## src/rtl/core/alsag_pkg.sv

```systemverilog
// shared types and constants for the load/store address generator
package alsag_pkg;

  typedef enum logic [1:0] {
    OP_M2_IMM = 2'd0,
    OP_M2_REG = 2'd1,
    OP_M3_IMM = 2'd2,
    OP_M3_REG = 2'd3
  } alsag_op_t;

  typedef enum logic [1:0] {
    SHIFT_LSL = 2'd0,
    SHIFT_LSR = 2'd1,
    SHIFT_ASR = 2'd2,
    SHIFT_ROR = 2'd3
  } alsag_shift_t;

  typedef enum logic [1:0] {
    KIND_NONE   = 2'd0,
    KIND_OFFSET = 2'd1,
    KIND_PRE    = 2'd2,
    KIND_POST   = 2'd3
  } alsag_kind_t;

  localparam logic [7:0] MODE3_IMM_MASK = 8'hFF;

  typedef struct packed {
    logic mode3;
    logic pre;
    logic up;
    logic wb;
    logic cin;
  } alsag_ctrl_t;

endpackage

```

## src/rtl/core/alsag_shift.sv

```systemverilog
// first stage: offset selection and index barrel shift
module alsag_shift (
  input  logic                  clk,
  input  logic                  rst,
  input  logic                  en,
  input  logic                  in_valid,
  input  logic [1:0]            opcode,
  input  logic [31:0]           base_value,
  input  logic [31:0]           index_value,
  input  logic [11:0]           imm_offset,
  input  logic                  pre_index,
  input  logic                  add_offset,
  input  logic                  writeback_bit,
  input  logic [4:0]            shift_amount,
  input  logic [1:0]            shift_type,
  input  logic                  carry_in,
  output logic                  valid,
  output alsag_pkg::alsag_ctrl_t ctrl,
  output logic [31:0]           base,
  output logic [31:0]           offset,
  output logic                  carry
);
  import alsag_pkg::*;

  logic [32:0] lsl_w;
  logic [32:0] lsr_w;
  logic [32:0] asr_w;
  logic [31:0] ror_w;
  logic [31:0] shifted;
  logic        shift_c;
  logic [31:0] offset_next;
  logic        carry_next;

  always_comb begin
    lsl_w = {1'b0, index_value} << shift_amount;
    lsr_w = {index_value, 1'b0} >> shift_amount;
    asr_w = 33'($signed({index_value, 1'b0}) >>> shift_amount);
    ror_w = 32'({index_value, index_value} >> shift_amount);
    shifted = index_value;
    shift_c = carry_in;
    case (alsag_shift_t'(shift_type))
      SHIFT_LSL: begin
        if (shift_amount != 5'd0) begin
          shifted = lsl_w[31:0];
          shift_c = lsl_w[32];
        end
      end
      SHIFT_LSR: begin
        if (shift_amount == 5'd0) begin
          shifted = 32'd0;
          shift_c = index_value[31];
        end else begin
          shifted = lsr_w[32:1];
          shift_c = lsr_w[0];
        end
      end
      SHIFT_ASR: begin
        if (shift_amount == 5'd0) begin
          shifted = {32{index_value[31]}};
          shift_c = index_value[31];
        end else begin
          shifted = asr_w[32:1];
          shift_c = asr_w[0];
        end
      end
      SHIFT_ROR: begin
        if (shift_amount == 5'd0) begin
          shifted = {carry_in, index_value[31:1]};
          shift_c = index_value[0];
        end else begin
          shifted = ror_w;
          shift_c = ror_w[31];
        end
      end
      default: begin
        shifted = index_value;
        shift_c = carry_in;
      end
    endcase
  end

  always_comb begin
    offset_next = index_value;
    carry_next  = carry_in;
    case (alsag_op_t'(opcode))
      OP_M2_IMM: offset_next = {20'd0, imm_offset};
      OP_M2_REG: begin
        offset_next = shifted;
        carry_next  = shift_c;
      end
      OP_M3_IMM: offset_next = {24'd0, imm_offset[7:0] & MODE3_IMM_MASK};
      OP_M3_REG: offset_next = index_value;
      default:   offset_next = index_value;
    endcase
  end

  always_ff @(posedge clk) begin
    if (rst) begin
      valid <= 1'b0;
    end else if (en) begin
      valid <= in_valid;
    end
  end

  always_ff @(posedge clk) begin
    if (en) begin
      ctrl.mode3 <= opcode[1];
      ctrl.pre   <= pre_index;
      ctrl.up    <= add_offset;
      ctrl.wb    <= writeback_bit;
      ctrl.cin   <= carry_in;
      base       <= base_value;
      offset     <= offset_next;
      carry      <= carry_next;
    end
  end

endmodule

```

## src/rtl/core/alsag_sum.sv

```systemverilog
// second stage: base plus or minus offset
module alsag_sum (
  input  logic                   clk,
  input  logic                   rst,
  input  logic                   en,
  input  logic                   in_valid,
  input  alsag_pkg::alsag_ctrl_t in_ctrl,
  input  logic [31:0]            in_base,
  input  logic [31:0]            in_offset,
  input  logic                   in_carry,
  output logic                   valid,
  output alsag_pkg::alsag_ctrl_t ctrl,
  output logic [31:0]            base,
  output logic [31:0]            moved,
  output logic                   carry
);
  import alsag_pkg::*;

  logic [31:0] moved_next;

  assign moved_next = in_ctrl.up ? in_base + in_offset : in_base - in_offset;

  always_ff @(posedge clk) begin
    if (rst) begin
      valid <= 1'b0;
    end else if (en) begin
      valid <= in_valid;
    end
  end

  always_ff @(posedge clk) begin
    if (en) begin
      ctrl  <= in_ctrl;
      base  <= in_base;
      moved <= moved_next;
      carry <= in_carry;
    end
  end

endmodule

```

## src/rtl/core/alsag_form.sv

```systemverilog
// third stage: access kind, address and writeback forming, output register
module alsag_form (
  input  logic                   clk,
  input  logic                   rst,
  input  logic                   en,
  input  logic                   in_valid,
  input  alsag_pkg::alsag_ctrl_t in_ctrl,
  input  logic [31:0]            in_base,
  input  logic [31:0]            in_moved,
  input  logic                   in_carry,
  output logic                   valid,
  output logic [1:0]             access_kind,
  output logic [31:0]            access_address,
  output logic [31:0]            new_base,
  output logic                   base_write_enable,
  output logic                   shifter_carry_out,
  output logic                   user_mode_access
);
  import alsag_pkg::*;

  alsag_kind_t kind_next;
  logic [31:0] addr_next;
  logic [31:0] nb_next;
  logic        we_next;
  logic        carry_next;
  logic        user_next;

  always_comb begin
    addr_next  = in_moved;
    nb_next    = in_base;
    we_next    = 1'b0;
    carry_next = in_carry;
    user_next  = 1'b0;
    kind_next  = KIND_OFFSET;
    if (in_ctrl.pre) begin
      if (in_ctrl.wb) begin
        kind_next = KIND_PRE;
        nb_next   = in_moved;
        we_next   = 1'b1;
      end
    end else if (!in_ctrl.wb || !in_ctrl.mode3) begin
      kind_next = KIND_POST;
      addr_next = in_base;
      nb_next   = in_moved;
      we_next   = 1'b1;
      user_next = in_ctrl.wb;
    end else begin
      // halfword post-indexed with writeback: no access
      kind_next  = KIND_NONE;
      addr_next  = 32'd0;
      carry_next = in_ctrl.cin;
    end
  end

  always_ff @(posedge clk) begin
    if (rst) begin
      valid <= 1'b0;
    end else if (en) begin
      valid <= in_valid;
    end
  end

  always_ff @(posedge clk) begin
    if (en) begin
      access_kind       <= kind_next;
      access_address    <= addr_next;
      new_base          <= nb_next;
      base_write_enable <= we_next;
      shifter_carry_out <= carry_next;
      user_mode_access  <= user_next;
    end
  end

endmodule

```

## src/rtl/core/arm_load_store_address_gen_top.sv

```systemverilog
// top level of the load/store address generator
//
// input channel: in_valid / in_stall carry one decoded load/store word
// (opcode, base and index values, immediate, p/u/w bits, shift, carry).
// output channel: out_valid / out_stall carry one result word (access kind,
// address, new base, writeback enable, shifter carry, user-mode flag).
// every input word gives exactly one result word.
// the stages are index shift, add/subtract and result forming,
// each ending in a register; the last one is the output register.
// throughput is one word per cycle while the output is not stalled.
// when out_stall is high with a result waiting, the whole pipeline holds
// and in_stall goes high in the same cycle; nothing is dropped or repeated.
// synchronous reset clears the valid bits of all three stages; data
// registers are not reset.
module arm_load_store_address_gen_top (
  input  logic        clk,
  input  logic        rst,
  input  logic        in_valid,
  output logic        in_stall,
  input  logic [1:0]  opcode,
  input  logic [31:0] base_value,
  input  logic [31:0] index_value,
  input  logic [11:0] imm_offset,
  input  logic        pre_index,
  input  logic        add_offset,
  input  logic        writeback_bit,
  input  logic [4:0]  shift_amount,
  input  logic [1:0]  shift_type,
  input  logic        carry_in,
  output logic        out_valid,
  input  logic        out_stall,
  output logic [1:0]  access_kind,
  output logic [31:0] access_address,
  output logic [31:0] new_base,
  output logic        base_write_enable,
  output logic        shifter_carry_out,
  output logic        user_mode_access
);
  import alsag_pkg::*;

  logic        adv;
  logic        s1_valid;
  alsag_ctrl_t s1_ctrl;
  logic [31:0] s1_base;
  logic [31:0] s1_offset;
  logic        s1_carry;
  logic        s2_valid;
  alsag_ctrl_t s2_ctrl;
  logic [31:0] s2_base;
  logic [31:0] s2_moved;
  logic        s2_carry;

  assign adv      = !(out_valid && out_stall);
  assign in_stall = !adv;

  alsag_shift u_shift (
    .clk           (clk),
    .rst           (rst),
    .en            (adv),
    .in_valid      (in_valid),
    .opcode        (opcode),
    .base_value    (base_value),
    .index_value   (index_value),
    .imm_offset    (imm_offset),
    .pre_index     (pre_index),
    .add_offset    (add_offset),
    .writeback_bit (writeback_bit),
    .shift_amount  (shift_amount),
    .shift_type    (shift_type),
    .carry_in      (carry_in),
    .valid         (s1_valid),
    .ctrl          (s1_ctrl),
    .base          (s1_base),
    .offset        (s1_offset),
    .carry         (s1_carry)
  );

  alsag_sum u_sum (
    .clk       (clk),
    .rst       (rst),
    .en        (adv),
    .in_valid  (s1_valid),
    .in_ctrl   (s1_ctrl),
    .in_base   (s1_base),
    .in_offset (s1_offset),
    .in_carry  (s1_carry),
    .valid     (s2_valid),
    .ctrl      (s2_ctrl),
    .base      (s2_base),
    .moved     (s2_moved),
    .carry     (s2_carry)
  );

  alsag_form u_form (
    .clk               (clk),
    .rst               (rst),
    .en                (adv),
    .in_valid          (s2_valid),
    .in_ctrl           (s2_ctrl),
    .in_base           (s2_base),
    .in_moved          (s2_moved),
    .in_carry          (s2_carry),
    .valid             (out_valid),
    .access_kind       (access_kind),
    .access_address    (access_address),
    .new_base          (new_base),
    .base_write_enable (base_write_enable),
    .shifter_carry_out (shifter_carry_out),
    .user_mode_access  (user_mode_access)
  );

  a_we_kind : assert property (@(posedge clk) disable iff (rst)
    out_valid && base_write_enable |->
      access_kind == KIND_PRE || access_kind == KIND_POST)
    else $error("writeback without pre or post indexing");

  a_user_post : assert property (@(posedge clk) disable iff (rst)
    out_valid && user_mode_access |-> access_kind == KIND_POST)
    else $error("user-mode access that is not post-indexed");

  a_none_quiet : assert property (@(posedge clk) disable iff (rst)
    out_valid && access_kind == KIND_NONE |->
      !base_write_enable && access_address == 32'd0)
    else $error("no-access result with address or writeback");

  a_hold : assert property (@(posedge clk) disable iff (rst)
    in_valid && !in_stall && !out_stall && !$past(out_stall) |=>
      s1_valid)
    else $error("accepted word lost in first stage");

endmodule
```

## config.mk

```make
export PLATFORM = sky130hd
export DESIGN_NAME = arm_load_store_address_gen_top
export DESIGN_NICKNAME = d
export VERILOG_FILES = /design/src/rtl/core/alsag_pkg.sv /design/src/rtl/core/alsag_shift.sv /design/src/rtl/core/alsag_sum.sv /design/src/rtl/core/alsag_form.sv /design/src/rtl/core/arm_load_store_address_gen_top.sv
export SDC_FILE = /design/constraint.sdc
export NUM_CORES = 1
export LEC_CHECK = 0
export ABC_AREA = 1
export BUFFER_PORTS_ARGS = -buffer_cell sky130_fd_sc_hd__buf_4
export CORE_MARGIN = 1.5
export CORE_UTILIZATION = 34
export CTS_CLUSTER_SIZE = 10
export DETAILED_ROUTE_END_ITERATION = 6
export MAX_ROUTING_LAYER = met4
export PLACE_DENSITY = 0.62
export SLEW_MARGIN = 20
export SYNTH_ARGS = -nofsm -noshare
export SYNTH_HDL_FRONTEND = slang
export SYNTH_HIERARCHICAL = 1
export SYNTH_SLANG_ARGS = --single-unit
```

## constraint.sdc

```tcl
create_clock -name clk -period 3.55 [get_ports clk]
set_input_delay 0 -clock clk [delete_from_list [all_inputs] [get_ports clk]]
set_output_delay 0 -clock clk [all_outputs]
set_load 0.02 [all_outputs]
```

Yosys cells after proc, flatten, opt, wreduce, memory -nomap -nowiden. Cells that the tools add are included.

Register bits: 211. Input bits: 93. Output and inout port bits: 71. Logic and storage cells: 72.

Add/subtract/negate cells: 2. Bitwise logic cells: 1. Reductions and logical operators: 9. Eq/ne operators: 6. Multiplexer cells: 26. Shift-type cells: 4.

Operators with widths (count): $mux 32 (10); $pmux 32 s4 (2); $shr 64x5->32 (1); $shl 32x5->33 (1); $shr 33x5->33 (1); $sshr 33x5->33 (1); $add 32x32->32 (1); $sub 32x32->32 (1); $mux 1 (10); $eq 2x2->1 const B (4); $mux 2 (3); $logic_not 5->1 (1); $reduce_bool 5->1 (1); $eq 2x1->1 const B (2); $logic_not 2->1 (2); $pmux 1 s4 (1); $logic_not 1->1 (2); $reduce_or 2->1 (1); $logic_and 1x1->1 (1); $logic_or 1x1->1 (1); $not 1->1 (1).

Logic depth before layout (Yosys ltp). Gate-level depths: netlist (run 1).

Depth in word-level cells: 4. Gate-level depth with buffers: 20. Mapped depth without buffers: 20.

Hierarchy. Netlist (run 1), hierarchy kept.

By module, submodules not included: alsag_shift (sequential area each 2122.0 sq um, cells an instance 1304, area each 7837.5 sq um, instances 1); alsag_sum (sequential area each 2122.0 sq um, cells an instance 724, area each 5417.7 sq um, instances 1); alsag_form (sequential area each 2062.0 sq um, cells an instance 473, area each 3932.5 sq um, instances 1); arm_load_store_address_gen_top (sequential area each 0.0 sq um, cells an instance 2, area each 10.0 sq um, instances 1).

Worst setup path before layout (run 1). OpenSTA, ideal clock, no wires.

Kind: register to register. Start point: register u_form.valid. End point: register u_shift.valid. Buffers on the path: 0. Data arrival time: 3336 ps. Slack: 84 ps. Period minus slack after synthesis: 3466 ps. Required time: 3420 ps. Setup time: 130 ps. Stages on the path, launching flop included: 4. Cell sequence: dfxtp_1 -> nand2_2 -> mux2i_1 -> nor2_1.

Word-level cells in the longest chain between the ends: 1.

Ends and longest elaborated chain: start: declaration (RTL line alsag_form.sv:11) `output logic valid,`; start signal: assignment (RTL line alsag_form.sv:59) `valid <= in_valid;`; $logic_and 1x1->1 (RTL line arm_load_store_address_gen_top.sv:53) `assign adv = !(out_valid && out_stall);`; end signal: assignment (RTL line alsag_shift.sv:101) `valid <= in_valid;`; end: declaration (RTL line alsag_shift.sv:17) `output logic valid,`.

Every way passes these cells. A chain may end at the register's enable or synchronous reset.

Worst setup path after layout (run 1).
Start point: register u_shift/ctrl[2] (netlist bit). End point: register u_sum.moved[20], data pin.

Word-level cells in the longest chain between the ends: 1.

Ends and longest elaborated chain: start: declaration (RTL line alsag_shift.sv:18) `output alsag_pkg::alsag_ctrl_t ctrl,`; $mux 32 (RTL line alsag_sum.sv:21) `assign moved_next = in_ctrl.up ? in_base + in_offset : in_base - in_offset;`; named net u_sum.moved_next[20] (RTL line alsag_sum.sv:19) `logic [31:0] moved_next;`; end signal: assignment (RTL line alsag_sum.sv:35) `moved <= moved_next;`; end: declaration (RTL line alsag_sum.sv:14) `output logic [31:0] moved,`.

The timed path passes the listed nets, and every way through them passes these cells.

==> summary.txt, run 1 <==
Global route
  • Largest net degree at the start of global routing: 97
  • Gr usage total: 25.7%
  • Total gr overflow: 0
  • Vias in the first global route: 17200
  • Initial antenna violation count: 0
  • First-pass GRT wire length: 101000 um

Critical path
  • CP Launch Type: register
  • Most frequent CP cell: nand2_1
  • Critical path arrival: 3.29 ns
  • Slowest CP cell: edfxtp_1
  • Crit-path max cell delay: 0.54 ns
  • Crit-path cells: inv_2 -> nand2_1 -> o21ai_0 -> xor2_1 -> ha_1 -> nand2_1 -> nand2_1 -> a21oi_2 -> nand2_2 -> nand2_1 -> nand2_2 -> nand2_1 -> nand2_1 -> nand2_1 -> nand2_1
  • Crit path kind: reg -> reg
  • Worst setup EP type: register
  • Required time of the critical path: 3.82 ns
  • Crit path max fanout: 25

Min path
  • Worst hold path class: in -> reg

Logic synthesis
  • Gate count after technology mapping: 2502
  • Post-synthesis cell area: 17200 um2
  • Post-Syn Nets: 2635
  • Syn avg cell area: 6.86 um2
  • Ys Warns: 6

Layout
  • Share of layout cells above drive strength 1: 13.2%
  • Filler cells: 5229
  • Antenna diode count: 0
  • Area growth syn-to-layout: 19.7%
  • Final net count: 2841

Placed design
  • HPWL after detailed placement: 50200 um
  • Buffers on Ports: 163
  • Post-Place Setup Slack: 0.527 ns
  • Routability cong.: 1.00

STA
  • RSZ-0062 raised after global routing: false
  • Fmax achieved: 0.330 GHz
  • Post-route worst setup slack: 0.524 ns
  • Tightest Pin Transition: 0.927 ns
  • Final setup fails: 0
  • Clock Skew: 0.0116 ns
  • Fin crit period: 3.03 ns
  • Final worst-path cycle share: 85.2%
  • Slew Viols, Final: 0
  • Endpoints failing hold: 0
  • Sum Neg Setup Slack: 0 ns
  • Max transition margin: 38.2%

Die
  • Std-Cell Core Area: 50000 um2
  • # rows: 82
  • Starting Density: 34.4%
  • Die height: 228 um
  • Die width: 228 um
  • Num ports: 164
  • Die ar.: 51800 um2

Outcome
  • Status: complete, no violations

Clock tree
  • Worst skew pair latency: 0.53 ns
  • Clock-pin slew on the worst setup and hold paths: 0.06 ns
  • # resized after CTS: 0
  • CTS Buf Count: 25
  • CTS tree: done
  • CTS Sinks: 210
  • Postcts setup bufs: 0
  • H-tree depth: 1
  • Hold Buf Count CTS: 77
  • Clock tree buffer depth: 3
  • CTS root buf: clkbuf_16

Power
  • Sequential share of power: 38.6%
  • Leakage: 10.1 nW
  • Comb pwr share: 37.4%
  • Clk pwr share: 24.0%
  • Power Internal: 5.80 mW
  • Net load switching power: 3.36 mW
  • Peak VDD IR: 0.302 mV
  • Sw frac: 36.7%
  • Total power per unit cell area: 446 nW/um2

Route
  • Final wirelength: 66200 um
  • DR pass1 iterations: 6
  • Per-cell routed wire length: 19.5 um
  • Via density per instance: 5.24
  • Initial drt markers: 1682
  • Post-DRT Antenna Nets: 0
  • Drt drc: 0
  • Via count: 17800

Run
  • Maximum capacitance violations: 0
==> layout by cell type (no fill, tap or decap), types with 11 or more instances in the layout <==
master,n
nand2_1,945
o21ai_0,51
o22ai_1,24
nand3_1,411
inv_1,235
clkbuf_16,25
xor2_1,33
buf_4,220
nand2_2,34
ha_1,39
nand4_1,12
a21oi_1,96
o211ai_1,14
nand3_2,12
dlygate4sd3_1,77
xnor2_1,11
nor2_1,118
o21ai_1,33
edfxtp_1,207
==> power groups by stage <==
stage / clock, mW / sequential [mW] / combinational, mW
3_3_place_gp: 0 / 3.58 / 3.30
4_1_cts: 2.27 / 3.54 / 3.40
3_5_place_dp: 0 / 3.59 / 3.31
6_report: 2.20 / 3.53 / 3.42
2_1_floorplan: 0 / 3.77 / 1.97
5_1_grt: 2.34 / 3.59 / 3.78
==> per-layer routing <==
metal | up-vias | share of wire [%] | track usage [%]
li1 | 8629 | - | -
met1 | 8270 | 42 | 32.0
met2 | 739 | 48 | 43.4
met3 | 122 | 6.0 | 2.25
met4 | 0 | 3.6 | 9.75
met5 | - | 0 | -
==> through the flow <==
stage	instance area [um2]	instances	hold slack (ns)	power [mW]	utilization, %
2_1_floorplan	17200	2502	0.0691	5.74	-
3_3_place_gp	19100	3276	0.173	6.88	38.2
3_5_place_dp	19100	3276	0.179	6.90	38.2
4_1_cts	20600	3390	0.0286	9.21	41.1
5_1_grt	20600	3390	0.0803	9.72	41.1
6_report	20600	3390	0.0697	9.16	41.1
==> cell type report <==
class | instances | area, um2 | area share (%)
sequential | 210 | 6280 | 30.5
tap | 672 | 841 | 4.09
clock inverter | 3 | 22.5 | 0.110
inverter | 247 | 930 | 4.52
clock buffer | 34 | 659 | 3.21
timing repair buffer | 304 | 2560 | 12.5
multi-input combinational | 1920 | 9260 | 45.1
==> sequential cells by signal, indices dropped and copies added (netlist names), 2 cells and up <==
register,count
u_sum/base,32
u_form/access_address,32
u_shift/offset,32
u_shift/ctrl,5
u_shift/base,32
u_sum/moved,32
u_form/access_kind,2
u_form/new_base,32
u_sum/ctrl,4
==> path summary, 6_finish.rpt <==
kind / cells past startpoint / start / slack [ns] / endpoint
max: 15 / u_shift/ctrl[2] / 0.52 / u_sum/moved[20]
min: 3 / index_value[20] / 0.07 / u_shift/offset[20]
max reg2reg: 15 / u_shift/ctrl[2] / 0.52 / u_sum/moved[20]
min reg2reg: 0 / u_shift/ctrl[3] / 0.41 / u_sum/ctrl[3]
==> critical path, delay by kind of cell (launching register included) <==
family	cells	cell delay (ns)
simple gates	10	1.00
flops	1	0.54
buf+inv	1	0.40
compound gates	2	0.33
fa+ha+maj	1	0.31
xor+xnor	1	0.18
Note: power is estimated with default switching activity, not from simulation.
==> run 2, diff against run 1 <==
==> constraint.sdc (replaced) <==
create_clock -name clk -period 3.55 [get_ports clk]
set_input_delay 0.355 -clock clk [delete_from_list [all_inputs] [get_ports clk]]
set_output_delay 0.355 -clock clk [all_outputs]
set_load 0.02 [all_outputs]
==> run 2 against run 1 <==
  * Clock-buffer cell count is the same
  * Sequential cell count is the same
  * Power shrank 1.2%
  * Clock power is essentially flat
  * Global-route usage shrank 1.7 points
  * Highest routed layer unchanged
  * Die area is the same
  * Routed wire length shrank 5.8%
  * Sequential power is essentially flat
  * First-iteration DRC count grew 15%
  * Setup slack lost 0.037 ns
  * Via count shrank 0.83%
==> summary.txt, run 2 (synthesized netlist as in run 1, its figures left out) <==
Outcome
  • Status: complete, no violations

Critical path
  • Required time of the critical path: 3.81 ns
  • Reg2reg setup slack: 0.49 ns
  • Crit path max fanout: 4
  • Worst setup EP type: register
  • CP Launch Type: register
  • Crit path kind: reg -> reg
  • Critical path arrival: 3.32 ns

Clock tree
  • CTS Sinks: 210
  • CTS tree: done
  • CTS Buf Count: 24
  • Clock tree buffer depth: 3
  • Clock-pin slew on the worst setup and hold paths: 0.06 ns
  • CTS root buf: clkbuf_16
  • H-tree depth: 1
  • Worst skew pair latency: 0.53 ns
  • Postcts setup bufs: 0

Die
  • Die ar.: 51800 um2
  • Num ports: 164
  • Std-Cell Core Area: 50000 um2
  • # rows: 82
  • Die height: 228 um
  • Starting Density: 34.4%
  • Die width: 228 um

Layout
  • Most frequent cells in the layout: 945 x nand2_1, 411 x nand3_1, 235 x inv_1
  • Layout Utilization: 39.9%
  • Cell area after layout: 19900 um2
  • Commonest non-fill, non-tap cell in the layout: nand2_1
  • Final net count: 2776
  • Area growth syn-to-layout: 16.0%
  • Finished Layout Cells: 3323
  • Antenna diode count: 0
  • Share of layout cells above drive strength 1: 12.9%

Power
  • Pwr Total: 9.05 mW
  • Peak VDD IR: 0.350 mV
  • Total power per unit cell area: 454 nW/um2
  • Leakage: 9.84 nW

Placed design
  • HPWL after detailed placement: 48300 um
  • Routability cong.: 1.03
  • Post-Place Setup Slack: 0.534 ns
  • Buffers on Ports: 163
  • Placed Area: 19000 um2
  • Cell count after placement: 3264

STA
  • Max transition margin: 44.2%
  • Fin crit period: 3.06 ns
  • Slew Viols, Final: 0
  • Clock Skew: 0.0179 ns
  • Endpoints failing hold: 0
  • Final setup fails: 0
  • Fmax achieved: 0.327 GHz
  • Final worst-path cycle share: 86.3%
  • Post-route worst setup slack: 0.487 ns
  • WHS: 0.0181 ns
  • Tightest Pin Transition: 0.837 ns
  • RSZ-0062 raised after global routing: false
  • Sum Neg Setup Slack: 0 ns

Global route
  • Gr busiest metal: met2
  • Initial antenna violation count: 0
  • Vias in the first global route: 16800
  • Grt met1 use: 30.3%
  • Largest net degree at the start of global routing: 92
  • Total gr overflow: 0
  • Gr usage total: 24.1%
  • GR Util met2: 40.0%
  • First-pass GRT wire length: 95800 um
  • M3 GR Usage: 2.06%

Route
  • DR pass1 iterations: 6
  • Via density per instance: 5.30
  • Via count: 17600
  • Post-DRT Antenna Nets: 0
  • Drt drc: 0
  • Final wirelength: 62400 um
  • Per-cell routed wire length: 18.8 um
  • Initial drt markers: 1939

Run
  • Maximum capacitance violations: 0

Min path
  • Worst hold path class: in -> reg
==> run 2: cell count changes in the layout (fill, tap and decap cells not counted), sizes merged <==
cell | previous run | this run
clkinv | 5 | 3
inv | 245 | 244
dlygate4sd3 | 77 | 25
buf | 227 | 215
==> run 2: path summary, 6_finish.rpt <==
path,start,to,depth (start not counted)
setup / recovery,u_shift/offset[5],u_sum/moved[16],12
hold / removal,base_value[5],u_shift/base[5],1
setup reg to reg,u_shift/offset[5],u_sum/moved[16],12
hold reg to reg,u_shift/carry,u_sum/carry,0
==> run 2: final cells by class <==
cell class                 instances  area (um2)
fill                            5247       30000
multi-input combinational       1920        9260
sequential                       210        6280
timing repair buffer             240        1950
inverter                         247         930
tap                              672         841
clock buffer                      34         659
==> run 2: worst max-delay path: stages (launching register included) <==
cell,delay (ns)
edfxtp_1,0.45
nor2_1,0.20
nand2_2,0.10
nor3_1,0.30
a21oi_1,0.14
xor2_1,0.19
ha_1,0.37
nand2_1,0.12
nor2_1,0.28
inv_1,0.07
o21bai_1,0.31
nor2_1,0.12
xnor2_1,0.15
==> run 2: what timing repair did <==
| item | CTS | global route |
|---|---|---|
| hold endpoints to repair | 27 | 0 |
| hold buffers | 25 | 0 |
| gates resized for setup | 0 | 0 |
==> run 2: metal layers <==
| layer | up-vias | wire length (um) |
|---|---|---|
| met5 | - | 0 |
| met4 | 0 | 2410 |
| met3 | 129 | 4340 |
| met2 | 809 | 29700 |
| met1 | 8183 | 25900 |
| li1 | 8491 | - |
==> run 2: where the power goes <==
part           switching [mW]  internal [mW]
Combinational            2.17           1.17
Sequential              0.231           3.30
Clock                   0.909           1.26
Total                    3.31           5.73
